`src/rtl/core/transfer_rate_pacer_core_assert.svh`:
```
// Assertion macros shared by the pacer RTL.
`ifndef TRANSFER_RATE_PACER_CORE_ASSERT_SVH
`define TRANSFER_RATE_PACER_CORE_ASSERT_SVH

// Same-cycle implication, checked outside reset.
`define TRP_ASSERT_NOW(label, ante, cons, msg) \
  label: assert property (@(posedge clk) disable iff (!rst_n) (ante) |-> (cons)) \
    else $error(msg);

// Next-cycle implication, checked outside reset.
`define TRP_ASSERT_NEXT(label, ante, cons, msg) \
  label: assert property (@(posedge clk) disable iff (!rst_n) (ante) |=> (cons)) \
    else $error(msg);

`endif

```
`src/rtl/core/trp_pkg.sv`:
```
package trp_pkg;

  localparam int SENT_W = 40;
  localparam int MS_W   = 32;
  localparam int RATE_W = 32;
  localparam int SLEEP_W = 32;
  localparam int WIN_W  = 16;
  localparam int UTIL_W = 7;
  localparam int MINR_W = 21;
  localparam int MODE_W = 2;
  localparam int OP_W   = 2;

  // sent * 1000 * percent needs 57 bits; elapsed * 100 needs 39 bits
  localparam int DVD_W = 57;
  localparam int DVS_W = 39;
  localparam int CNT_W = $clog2(DVD_W);

  localparam int MS_PER_S  = 1000;
  localparam int PCT_SCALE = 100;

  localparam int ADDR_W = 4;
  localparam int DATA_W = 32;

  localparam logic [WIN_W-1:0]  WINDOW_RST = WIN_W'(3000);
  localparam logic [UTIL_W-1:0] UTIL_RST   = UTIL_W'(50);
  localparam logic [MINR_W-1:0] MINR_RST   = MINR_W'(5 * 1024);

  localparam logic [OP_W-1:0] OP_START  = 2'd0;
  localparam logic [OP_W-1:0] OP_REPORT = 2'd1;
  localparam logic [OP_W-1:0] OP_TICK   = 2'd2;

  localparam logic [MODE_W-1:0] MODE_DISABLED   = 2'd0;
  localparam logic [MODE_W-1:0] MODE_ESTIMATING = 2'd1;
  localparam logic [MODE_W-1:0] MODE_THROTTLING = 2'd2;

  localparam logic [1:0] REG_WINDOW = 2'd0;
  localparam logic [1:0] REG_UTIL   = 2'd1;
  localparam logic [1:0] REG_MINR   = 2'd2;

  typedef struct packed {
    logic [WIN_W-1:0]  estimate_window_ms;
    logic [UTIL_W-1:0] utilization_percent;
    logic [MINR_W-1:0] min_rate;
  } trp_cfg_t;

  typedef struct packed {
    logic busy;
    logic done;
  } trp_div_stat_t;

  typedef enum logic [2:0] {
    ST_IDLE,
    ST_MUL1,
    ST_MUL2,
    ST_DIV_GO,
    ST_DIV_WAIT,
    ST_FIN,
    ST_DONE
  } trp_state_t;

endpackage

```
`src/rtl/core/trp_regs.sv`:
```
module trp_regs
  import trp_pkg::*;
(
  input  logic              clk,
  input  logic              rst_n,
  input  logic              psel,
  input  logic              penable,
  input  logic              pwrite,
  input  logic [ADDR_W-1:0] paddr,
  input  logic [DATA_W-1:0] pwdata,
  output logic [DATA_W-1:0] prdata,
  output logic              pready,
  output trp_cfg_t          cfg
);

  trp_cfg_t   cfg_r;
  logic       wr_en;
  logic [1:0] reg_idx;

  assign pready  = 1'b1;
  assign reg_idx = paddr[3:2];
  assign wr_en   = psel && penable && pwrite;
  assign cfg     = cfg_r;

  always_ff @(posedge clk) begin
    if (!rst_n) begin
      cfg_r.estimate_window_ms  <= WINDOW_RST;
      cfg_r.utilization_percent <= UTIL_RST;
      cfg_r.min_rate            <= MINR_RST;
    end else if (wr_en) begin
      case (reg_idx)
        REG_WINDOW: cfg_r.estimate_window_ms  <= pwdata[WIN_W-1:0];
        REG_UTIL:   cfg_r.utilization_percent <= pwdata[UTIL_W-1:0];
        REG_MINR:   cfg_r.min_rate            <= pwdata[MINR_W-1:0];
        default: ;
      endcase
    end
  end

  always_comb begin
    case (reg_idx)
      REG_WINDOW: prdata = DATA_W'(cfg_r.estimate_window_ms);
      REG_UTIL:   prdata = DATA_W'(cfg_r.utilization_percent);
      REG_MINR:   prdata = DATA_W'(cfg_r.min_rate);
      default:    prdata = '0;
    endcase
  end

endmodule

```
`src/rtl/core/trp_divider.sv`:
```
`include "transfer_rate_pacer_core_assert.svh"

// Restoring divider, one quotient bit per cycle.
module trp_divider
  import trp_pkg::*;
(
  input  logic             clk,
  input  logic             rst_n,
  input  logic             start,
  input  logic [DVD_W-1:0] dividend,
  input  logic [DVS_W-1:0] divisor,
  output trp_div_stat_t    stat,
  output logic [DVD_W-1:0] quotient
);

  logic             busy_r, busy_nxt;
  logic             done_r, done_nxt;
  logic [CNT_W-1:0] count_r, count_nxt;
  logic [DVD_W-1:0] q_r, q_nxt;
  logic [DVS_W-1:0] rem_r, rem_nxt;
  logic [DVS_W-1:0] dvs_r, dvs_nxt;
  logic [DVS_W:0]   rem_sh;
  logic [DVS_W:0]   rem_sub;
  logic             ge;

  assign rem_sh  = {rem_r, q_r[DVD_W-1]};
  assign ge      = rem_sh >= {1'b0, dvs_r};
  assign rem_sub = rem_sh - {1'b0, dvs_r};

  always_comb begin
    busy_nxt  = busy_r;
    done_nxt  = 1'b0;
    count_nxt = count_r;
    q_nxt     = q_r;
    rem_nxt   = rem_r;
    dvs_nxt   = dvs_r;
    if (start) begin
      busy_nxt  = 1'b1;
      count_nxt = CNT_W'(DVD_W - 1);
      q_nxt     = dividend;
      rem_nxt   = '0;
      dvs_nxt   = divisor;
    end else if (busy_r) begin
      // remainder stays below the divisor, so the top bit drops safely
      rem_nxt   = ge ? rem_sub[DVS_W-1:0] : rem_sh[DVS_W-1:0];
      q_nxt     = {q_r[DVD_W-2:0], ge};
      count_nxt = count_r - 1'b1;
      if (count_r == '0) begin
        busy_nxt = 1'b0;
        done_nxt = 1'b1;
      end
    end
  end

  always_ff @(posedge clk) begin
    if (!rst_n) begin
      busy_r  <= 1'b0;
      done_r  <= 1'b0;
      count_r <= '0;
    end else begin
      busy_r  <= busy_nxt;
      done_r  <= done_nxt;
      count_r <= count_nxt;
    end
  end

  always_ff @(posedge clk) begin
    q_r   <= q_nxt;
    rem_r <= rem_nxt;
    dvs_r <= dvs_nxt;
  end

  assign stat.busy = busy_r;
  assign stat.done = done_r;
  assign quotient  = q_r;

  `TRP_ASSERT_NOW(a_start_idle, start, !busy_r, "divider started while busy")
  `TRP_ASSERT_NEXT(a_last_step_done, busy_r && (count_r == '0) && !start, done_r && !busy_r,
    "divider missed its done pulse")
  `TRP_ASSERT_NOW(a_done_after_busy, done_r, $past(busy_r), "done without a running division")

endmodule

```
`src/rtl/core/transfer_rate_pacer_core.sv`:
```
// Upload pacer. Every accepted item yields exactly one result. Start, tick
// and reports that need no arithmetic go from acceptance to ST_DONE, which
// loads the output register once it is empty or being read. A report that
// fixes the rate goes through two multiply steps, a report that computes a
// sleep time through one, and both then use the shared 57-step serial
// divider before ST_FIN and ST_DONE. in_ready is high only while the sequencer
// is idle, but an item is taken while the previous result still waits in the
// output register.
`include "transfer_rate_pacer_core_assert.svh"

module transfer_rate_pacer_core
  import trp_pkg::*;
(
  input  logic               clk,
  input  logic               rst_n,
  input  logic               in_valid,
  output logic               in_ready,
  input  logic [OP_W-1:0]    in_opcode,
  input  logic [SENT_W-1:0]  in_total_sent_bytes,
  output logic               out_valid,
  input  logic               out_ready,
  output logic [SLEEP_W-1:0] out_sleep_ms,
  output logic [MODE_W-1:0]  out_mode,
  output logic [RATE_W-1:0]  out_current_rate,
  input  logic               psel,
  input  logic               penable,
  input  logic               pwrite,
  input  logic [ADDR_W-1:0]  paddr,
  input  logic [DATA_W-1:0]  pwdata,
  output logic [DATA_W-1:0]  prdata,
  output logic               pready
);

  trp_cfg_t      cfg;
  trp_div_stat_t div_stat;
  logic [DVD_W-1:0] quotient;

  trp_state_t state_r, state_nxt;

  logic [MODE_W-1:0]  mode_r, mode_nxt;
  logic [MS_W-1:0]    elapsed_r, elapsed_nxt;
  logic [SENT_W-1:0]  base_r, base_nxt;
  logic [RATE_W-1:0]  rate_r, rate_nxt;

  logic [SENT_W-1:0]  sent_r, sent_nxt;
  logic               est_r, est_nxt;
  logic [DVD_W-1:0]   prod_r, prod_nxt;
  logic [DVS_W-1:0]   den_r, den_nxt;
  logic [SLEEP_W-1:0] sleep_r, sleep_nxt;

  logic               out_valid_r, out_valid_nxt;
  logic [SLEEP_W-1:0] out_sleep_r, out_sleep_nxt;
  logic [MODE_W-1:0]  out_mode_r, out_mode_nxt;
  logic [RATE_W-1:0]  out_rate_r, out_rate_nxt;

  logic               div_start;
  logic               accept;
  logic [SENT_W-1:0]  net;
  logic [RATE_W-1:0]  rate_div;
  logic [MINR_W-1:0]  floor_rate;
  logic [DVD_W-1:0]   est_rate;
  logic [DVD_W-1:0]   sleep_raw;

  trp_regs u_regs (
    .clk     (clk),
    .rst_n   (rst_n),
    .psel    (psel),
    .penable (penable),
    .pwrite  (pwrite),
    .paddr   (paddr),
    .pwdata  (pwdata),
    .prdata  (prdata),
    .pready  (pready),
    .cfg     (cfg)
  );

  trp_divider u_div (
    .clk      (clk),
    .rst_n    (rst_n),
    .start    (div_start),
    .dividend (prod_r),
    .divisor  (den_r),
    .stat     (div_stat),
    .quotient (quotient)
  );

  assign in_ready = (state_r == ST_IDLE);
  assign accept   = in_valid && in_ready;

  assign net        = (sent_r > base_r) ? (sent_r - base_r) : '0;
  assign rate_div   = (rate_r == '0) ? RATE_W'(1) : rate_r;
  assign floor_rate = (cfg.min_rate == '0) ? MINR_W'(1) : cfg.min_rate;
  assign est_rate   = (quotient < DVD_W'(floor_rate)) ? DVD_W'(floor_rate) : quotient;
  assign sleep_raw  = quotient - DVD_W'(elapsed_r);

  always_comb begin
    state_nxt     = state_r;
    mode_nxt      = mode_r;
    elapsed_nxt   = elapsed_r;
    base_nxt      = base_r;
    rate_nxt      = rate_r;
    sent_nxt      = sent_r;
    est_nxt       = est_r;
    prod_nxt      = prod_r;
    den_nxt       = den_r;
    sleep_nxt     = sleep_r;
    out_valid_nxt = out_valid_r;
    out_sleep_nxt = out_sleep_r;
    out_mode_nxt  = out_mode_r;
    out_rate_nxt  = out_rate_r;
    div_start     = 1'b0;

    if (out_valid_r && out_ready) begin
      out_valid_nxt = 1'b0;
    end

    case (state_r)
      ST_IDLE: begin
        if (accept) begin
          sent_nxt  = in_total_sent_bytes;
          sleep_nxt = '0;
          state_nxt = ST_DONE;
          case (in_opcode)
            OP_START: begin
              elapsed_nxt = '0;
              base_nxt    = '0;
              mode_nxt    = (rate_r == '0) ? MODE_ESTIMATING : MODE_THROTTLING;
            end
            OP_TICK: begin
              if (elapsed_r != '1) begin
                elapsed_nxt = elapsed_r + 1'b1;
              end
            end
            OP_REPORT: begin
              if (mode_r == MODE_ESTIMATING &&
                  elapsed_r > MS_W'(cfg.estimate_window_ms)) begin
                est_nxt   = 1'b1;
                state_nxt = ST_MUL1;
              end else if (mode_r == MODE_THROTTLING) begin
                est_nxt   = 1'b0;
                state_nxt = ST_MUL1;
              end
            end
            default: ;
          endcase
        end
      end
      ST_MUL1: begin
        if (est_r) begin
          prod_nxt  = DVD_W'(sent_r) * DVD_W'(MS_PER_S);
          den_nxt   = DVS_W'(elapsed_r) * DVS_W'(PCT_SCALE);
          state_nxt = ST_MUL2;
        end else begin
          prod_nxt  = DVD_W'(net) * DVD_W'(MS_PER_S);
          den_nxt   = DVS_W'(rate_div);
          state_nxt = ST_DIV_GO;
        end
      end
      ST_MUL2: begin
        prod_nxt  = prod_r * DVD_W'(cfg.utilization_percent);
        state_nxt = ST_DIV_GO;
      end
      ST_DIV_GO: begin
        div_start = 1'b1;
        state_nxt = ST_DIV_WAIT;
      end
      ST_DIV_WAIT: begin
        if (div_stat.done) begin
          state_nxt = ST_FIN;
        end
      end
      ST_FIN: begin
        if (est_r) begin
          rate_nxt    = (|est_rate[DVD_W-1:RATE_W]) ? '1 : est_rate[RATE_W-1:0];
          base_nxt    = sent_r;
          elapsed_nxt = '0;
          mode_nxt    = MODE_THROTTLING;
        end else if (quotient > DVD_W'(elapsed_r)) begin
          sleep_nxt = (|sleep_raw[DVD_W-1:SLEEP_W]) ? '1 : sleep_raw[SLEEP_W-1:0];
        end
        state_nxt = ST_DONE;
      end
      ST_DONE: begin
        if (!out_valid_r || out_ready) begin
          out_valid_nxt = 1'b1;
          out_sleep_nxt = sleep_r;
          out_mode_nxt  = mode_r;
          out_rate_nxt  = rate_r;
          state_nxt     = ST_IDLE;
        end
      end
      default: begin
        state_nxt = ST_IDLE;
      end
    endcase
  end

  always_ff @(posedge clk) begin
    if (!rst_n) begin
      state_r     <= ST_IDLE;
      mode_r      <= MODE_DISABLED;
      elapsed_r   <= '0;
      base_r      <= '0;
      rate_r      <= '0;
      out_valid_r <= 1'b0;
    end else begin
      state_r     <= state_nxt;
      mode_r      <= mode_nxt;
      elapsed_r   <= elapsed_nxt;
      base_r      <= base_nxt;
      rate_r      <= rate_nxt;
      out_valid_r <= out_valid_nxt;
    end
  end

  always_ff @(posedge clk) begin
    sent_r      <= sent_nxt;
    est_r       <= est_nxt;
    prod_r      <= prod_nxt;
    den_r       <= den_nxt;
    sleep_r     <= sleep_nxt;
    out_sleep_r <= out_sleep_nxt;
    out_mode_r  <= out_mode_nxt;
    out_rate_r  <= out_rate_nxt;
  end

  assign out_valid        = out_valid_r;
  assign out_sleep_ms     = out_sleep_r;
  assign out_mode         = out_mode_r;
  assign out_current_rate = out_rate_r;

  `TRP_ASSERT_NOW(a_throttle_has_rate, mode_r == MODE_THROTTLING, rate_r != '0,
    "throttling without a rate")
  `TRP_ASSERT_NEXT(a_one_item_at_a_time, accept, !in_ready, "second item taken mid-transfer")
  `TRP_ASSERT_NOW(a_done_while_waiting, div_stat.done, state_r == ST_DIV_WAIT,
    "divider result arrived outside the wait state")
  `TRP_ASSERT_NOW(a_idle_div_quiet, state_r == ST_IDLE, !div_stat.busy,
    "divider running while idle")

endmodule
```
`config.mk`:
```
export PLATFORM = sky130hd
export DESIGN_NAME = transfer_rate_pacer_core
export DESIGN_NICKNAME = d
export VERILOG_FILES = /design/src/rtl/core/trp_pkg.sv /design/src/rtl/core/trp_regs.sv /design/src/rtl/core/trp_divider.sv /design/src/rtl/core/transfer_rate_pacer_core.sv
export VERILOG_INCLUDE_DIRS = /design/src /design/src/rtl/core
export SDC_FILE = /design/constraint.sdc
export NUM_CORES = 2
export LEC_CHECK = 0
export BUFFER_PORTS_ARGS = -buffer_cell sky130_fd_sc_hd__buf_2
export CORE_MARGIN = 2
export CORE_UTILIZATION = 62
export CTS_BUF_LIST = sky130_fd_sc_hd__clkbuf_8
export DETAILED_ROUTE_END_ITERATION = 7
export PLACE_DENSITY = 0.8
export SETUP_SLACK_MARGIN = 0.02
export SLEW_MARGIN = 15
export SYNTH_ARGS = -nofsm -noshare
export SYNTH_HDL_FRONTEND = slang
export SYNTH_SLANG_ARGS = --single-unit
export TNS_END_PERCENT = 100
```
`constraint.sdc`:
```
create_clock -name clk -period 9.8 [get_ports clk]
set_input_delay 1.47 -clock clk [delete_from_list [all_inputs] [get_ports clk]]
set_output_delay 1.47 -clock clk [all_outputs]
set_load 0.005 [all_outputs]
```
* Word level (Yosys, flattened, before mapping)
Cells that the tools add are included.
Word-level totals: flip-flop bits (word level) 532, bits of input ports 85, word-level logic and storage cells 148
Cells by class: mux-type cells 50, eq/ne operators 22, bitwise operators 2, reductions and logical operators 33, $lt $le $gt $ge 5, $mul 4, add/sub/neg operators 5
Operator list (count):
- two-way mux 32 bit | 10
- one-hot mux 32 bit (2 select lines) | 3
- two-way mux 57 bit | 3
- two-way mux 40 bit | 4
- one-hot mux 57 bit (2 select lines) | 1
- multiplier 40 x 7 -> 47 bit, second input constant | 2
- one-hot mux 40 bit (2 select lines) | 1
- one-hot mux 21 bit (3 select lines) | 1
- > comparator 57 x 32 -> 1 bit | 1
- < comparator 57 x 21 -> 1 bit | 1
- multiplier 57 x 7 -> 57 bit | 1
- subtractor 57 x 32 -> 57 bit | 1
- two-way mux 50 bit | 1
- OR reduction 25 bit | 2
- greater-or-equal comparator 40 x 39 -> 1 bit | 1
- > comparator 40 bit | 1
- subtractor 40 bit | 1
- two-way mux 39 bit | 1
- subtractor 39 bit | 1
- multiplier 32 x 5 -> 37 bit, second input constant | 1
- adder 32 x 1 -> 32 bit, second input constant | 1
- > comparator 32 x 16 -> 1 bit | 1
- zero test 32 bit | 1
- != test 32 bit, second input constant | 1
- other kinds (32) | 79

* Longest topological paths before layout
depth in word-level cells 6, gate-level depth with buffers 36, mapped depth without buffers 34

* Modules after synthesis
Synthesis repeated with hierarchy kept, for this count alone.
Second synthesis, totals: cells, all modules 6142, area total of the unflattened synthesis 57154.8 um^2
By module, submodules not included:
- transfer_rate_pacer_core | times used 1, cells an instance 5114, area each 46931.3 um^2
- trp_divider | times used 1, cells an instance 783, area each 8005.2 um^2
- trp_regs | times used 1, cells an instance 245, area each 2218.4 um^2

* Least setup slack after synthesis
Ideal clock, no wire load.
path kind reg2reg, start point reg sent_r[0], end point reg prod_r[49], data pin, period minus slack after synthesis 8.531 ns, data arrival time 8.273 ns, cell stages (with the launch flop) 33, library setup time 0.258 ns, path buffers 1, slack 1.269 ns, cell sequence edfxtp_1 inv_1 ha_1 inv_1 fa_1 a21o_1 a221o_1 a41oi_1 a21oi_1 a221o_1 a21boi_0 o21a_1 o211ai_1 a21boi_1 clkbuf_1 o311ai_0 fa_1 fa_1 fa_1 fa_1 inv_1 ha_1 a21oi_1 nor2b_1 o31ai_1 a311oi_1 a21oi_1 a311oi_1 nor3_1 o21ai_0 a221oi_1 mux2i_1 nor3_1
On the way: cells in the longest elaborated chain, start to end 5, elaborated cells between the ends (all ways) 7, those cells by class add/sub: 1; mul: 2; order compare: 1; mux: 3
Ends and longest elaborated chain:
- start: declaration | line transfer_rate_pacer_core.sv:45 | logic [SENT_W-1:0] sent_r, sent_nxt;
- start signal: assignment | line transfer_rate_pacer_core.sv:217 | sent_r <= sent_nxt;
- subtractor 40 bit / > comparator 40 bit (equally long branches) | line transfer_rate_pacer_core.sv:90 | assign net = (sent_r > base_r) ? (sent_r - base_r) : '0;
- two-way mux 40 bit | line transfer_rate_pacer_core.sv:90
- multiplier 40 x 7 -> 47 bit | line transfer_rate_pacer_core.sv:154 | prod_nxt = DVD_W'(net) * DVD_W'(MS_PER_S);
- two-way mux 50 bit (*) | line transfer_rate_pacer_core.sv:149 | if (est_r) begin
- one-hot mux 57 bit (2 select lines) (*) | line transfer_rate_pacer_core.sv:117 | case (state_r)
- net prod_nxt[49] | line transfer_rate_pacer_core.sv:47 | logic [DVD_W-1:0] prod_r, prod_nxt;
- end signal: assignment | line transfer_rate_pacer_core.sv:219 | prod_r <= prod_nxt;
- end: declaration | line transfer_rate_pacer_core.sv:47
Mark *: on every way through the listed nets, which the timed path passes. The rest lies on a longest branch. A chain may end at the register's enable or synchronous reset.

* Final worst setup path
Ends and elaborated chain as after synthesis.

==> impl_metrics.py <==
metrics = {
    "clock_tree": {
        "cts_tree": "done",
        "clock-root-buffer": "clkbuf_8",
        "hold_buffers": 0,
        "clk_latency_ps": 780,
        "clk_pin_slew_ps": 60,
        "cts_made_buffers": 93,
        "clk_path_buf_depth": 3,
        "clock_sinks": 532,
        "htreeDepth": 3,
    },
    "synth": {
        "avgSynthCellArea_um2": 9.30,
        "async_flop_share_pct": 0,
        "synthMuxAreaShare_pct": 1.33,
        "synthAdderAreaFrac_pct": 32.8,
        "seq_area_frac_synth_pct": 25.1,
        "synth-simple-area-share_pct": 14.1,
        "synth_edf_count": 331,
        "synth_xor_area_share_pct": 4.58,
        "yosysWarnings": 0,
        "synth-compound-area-share_pct": 15.2,
        "synth_cells": 5989,
        "ys_seq_elements": 532,
        "synth.distinct_cells": 90,
        "synth_area_um2": 55700,
        "synth_top_family_by_area": "adder cells",
        "synth_ff_type": "edfxtp_1",
    },
    "critical_path": {
        "cp_data_required_time_ps": 10380,
        "r2r-start": "sent_r[0]",
        "cp-start-kind": "flop",
        "reg2regPathDepth": 35,
        "cpMostUsedCell": "inv_1",
        "cp_data_arrival_time_ps": 9980,
        "cpPeakStageDelay_ps": 540,
        "critPathKind": "flop to flop",
        "crit_family": "compound AO/OA/AOI/OAI gates",
        "regToRegSetupSlack_ps": 400,
        "r2r_end": "prod_r[49]",
        "cp_slowest_cell": "fa_1",
        "endpoint_kind": "flop",
        "crit_path_max_fanout": 12,
        "worst-path-buf-inv": 7,
    },
    "sta": {
        "skew_ps": 51.6,
        "rsz0062_at_grt": "false",
        "hold_viol": 0,
        "drv_slew": 0,
        "period_needed_ps": 9400,
        "post-route-period-util_pct": 95.9,
        "max_freq_mhz": 106,
        "fin_tns_setup_ps": 0,
        "setup_viol": 0,
        "slew_headroom_pct": 24.8,
        "worstMarginPinSlew_ps": 1130,
    },
    "placement": {
        "portBuffers": 160,
        "hpwl_mm": 109,
        "place.gp.congestion": 0.991,
        "placed_cells": 7144,
    },
    "finish": {
        "multiInputGateArea_um2": 38100,
        "seqCellArea_um2": 14000,
        "finalNonFillerCells": 7321,
        "final_net_count": 7270,
        "syn2layout_area_growth_pct": 7.28,
        "drive_above_1_share_pct": 8.24,
        "final.fill_count": 7209,
    },
    "die": {
        "ios": 186,
        "die_area_um2": 92300,
        "die_h_um": 304,
        "die_w_um": 304,
        "coreArea_um2": 88600,
        "std_cell_rows": 109,
        "initial_core_util_pct": 62.8,
    },
    "run_status": {
        "status": "finished, final reports clean",
    },
    "routing": {
        "routedWlPerCell_um": 19.1,
        "viasPerCell": 5.90,
        "dr.pass1.iters": 7,
        "remaining_drc_errors": 0,
        "drt-initial-drc-count": 3478,
        "routed_wl_mm": 140,
        "antenna_left": 0,
        "vias": 43200,
    },
    "hold_path": {
        "whs_path_depth": 0,
        "hp-class": "flop to flop",
        "hp-start": "den_r[26]",
        "hold_path_end": "u_div.dvs_r[26]",
    },
    "flow_run": {
        "drv_cap": 0,
    },
    "global_routing": {
        "grt_usage_pct": 30.7,
        "grt-ovfl-total": 0,
        "grt_pass1_vias": 44400,
        "grt_max_degree": 95,
        "antenna_found_initial": 2,
        "grt_pass1_wl_mm": 230,
    },
}
## how the worst max path moves through the flow
stage,endpoint,slack [ps],cells past startpoint,from
finish,prod_r[49],400,35,sent_r[0]
floorplan,prod_r[49],1270,32,sent_r[0]
global route,prod_r[49],30,35,sent_r[0]
global placement,prod_r[49],650,29,sent_r[4]
CTS,prod_r[49],430,29,sent_r[4]
detailed placement,prod_r[49],450,29,sent_r[4]
## layout make-up
class                           count  share of cell area, %
Timing Repair Buffer              250                   2.47
Multi-Input combinational cell   4479                   63.7
Antenna cell                        2                0.00838
Sequential cell                   532                   23.4
Tap cell                         1165                   2.44
Inverter                          720                   4.53
Clock buffer                      108                   2.49
Clock inverter                     65                  0.961
## cell usage after synthesis, types with 10 or more instances
cell      count  share of area [%]
nand2_1     783                5.3
inv_1       719                4.8
fa_1        585                 21
ha_1        524                 12
a21oi_1     347                3.1
edfxtp_1    331                 18
nor2_1      301                2.0
o21ai_0     246                2.2
clkbuf_1    231                1.6
dfxtp_1     201                7.2
xnor2_1     182                2.9
a21o_1      166                2.2
xor2_1      109                1.7
and2_1      100                1.1
nor2b_1     100                1.1
nand3_1      92               0.83
nand4_1      67               0.75
a211oi_1     60               0.81
nor3_1       57               0.51
o21a_1       56               0.75
and3_1       53               0.60
mux2i_1      48               0.86
a22oi_1      45               0.61
nand2b_1     45               0.51
o21bai_1     43               0.58
a21boi_0     42               0.57
a31oi_1      42               0.47
o211ai_1     34               0.46
a21oi_2      31               0.49
nor4_1       30               0.34
o31ai_1      26               0.35
mux2_2       23               0.46
or3_1        16               0.18
buf_1        14              0.094
buf_4        14               0.19
a221oi_1     12               0.19
o31a_1       12               0.19
o22ai_1      11               0.12
a221o_1      10               0.18
a41oi_1      10               0.16
and4_1       10               0.16
o221a_1      10               0.20
## kinds of logic after synthesis
family / Yosys count
compound gates: 1293
xor+xnor: 291
fa+ha+maj: 1109
buf+inv: 989
flops: 532
mux: 71
other cells: 2
simple gates: 1702
## flip-flops by register name, summed over array words and instances, names as in the netlist, 32 cells and up
name	flops
u_div.rem_r	39
rate_r	32
out_current_rate	32
sleep_r	32
u_regs.cfg	44
base_r	40
u_div.quotient	57
den_r	39
out_sleep_ms	32
prod_r	57
sent_r	40
u_div.dvs_r	39
elapsed_r	32
## what timing repair did
item	in CTS	in global routing
setup endpoints to repair	0	4
setup buffers	0	1
gates resized for setup	0	6
## worst reg2reg max path, delay by kind of cell (launching register included)
kind                     cells  cell delay, ps
flip-flops                   1             380
buffers and inverters        7             660
adder cells (fa/ha/maj)      7            2710
multiplexers                 1             140
AO/OA/AOI/OAI               16            4500
AND/OR/NAND/NOR              4             860
## layout by cell type (no fill, tap or decap), drive strengths merged, types with 108 or more instances in the layout
cell type	netlist	routed
nand2	785	785
inv	719	755
fa	585	585
ha	524	524
a21oi	379	379
edfxtp	331	331
nor2	303	303
buf	37	250
o21ai	248	248
dfxtp	201	201
xnor2	182	182
a21o	166	166
xor2	109	109
clkbuf	232	108
## layer usage
layer | vias up | part of all wire [%] | GRT usage, %
met3 | 309 | 5.6 | 4.29
met4 | 2 | 4.0 | 11.7
met5 | - | 0.0079 | 0
met1 | 21000 | 41 | 38.9
li1 | 20500 | - | -
met2 | 1377 | 49 | 53.4
## metrics by stage
stage,hold slack [ps],setup slack (ps),cell area (um^2),utilization (%)
after global placement,402,645,57600,65.0
after CTS,381,430,59700,67.3
after floorplan,400,1270,55700,-
final,398,402,59800,67.4
after detailed placement,405,452,57600,65.0
after global routing,397,34.4,59800,67.4
Power is left out: the tool's default activity adds up to more than one toggle a clock period on the data nets, which glitch-free logic cannot reach.
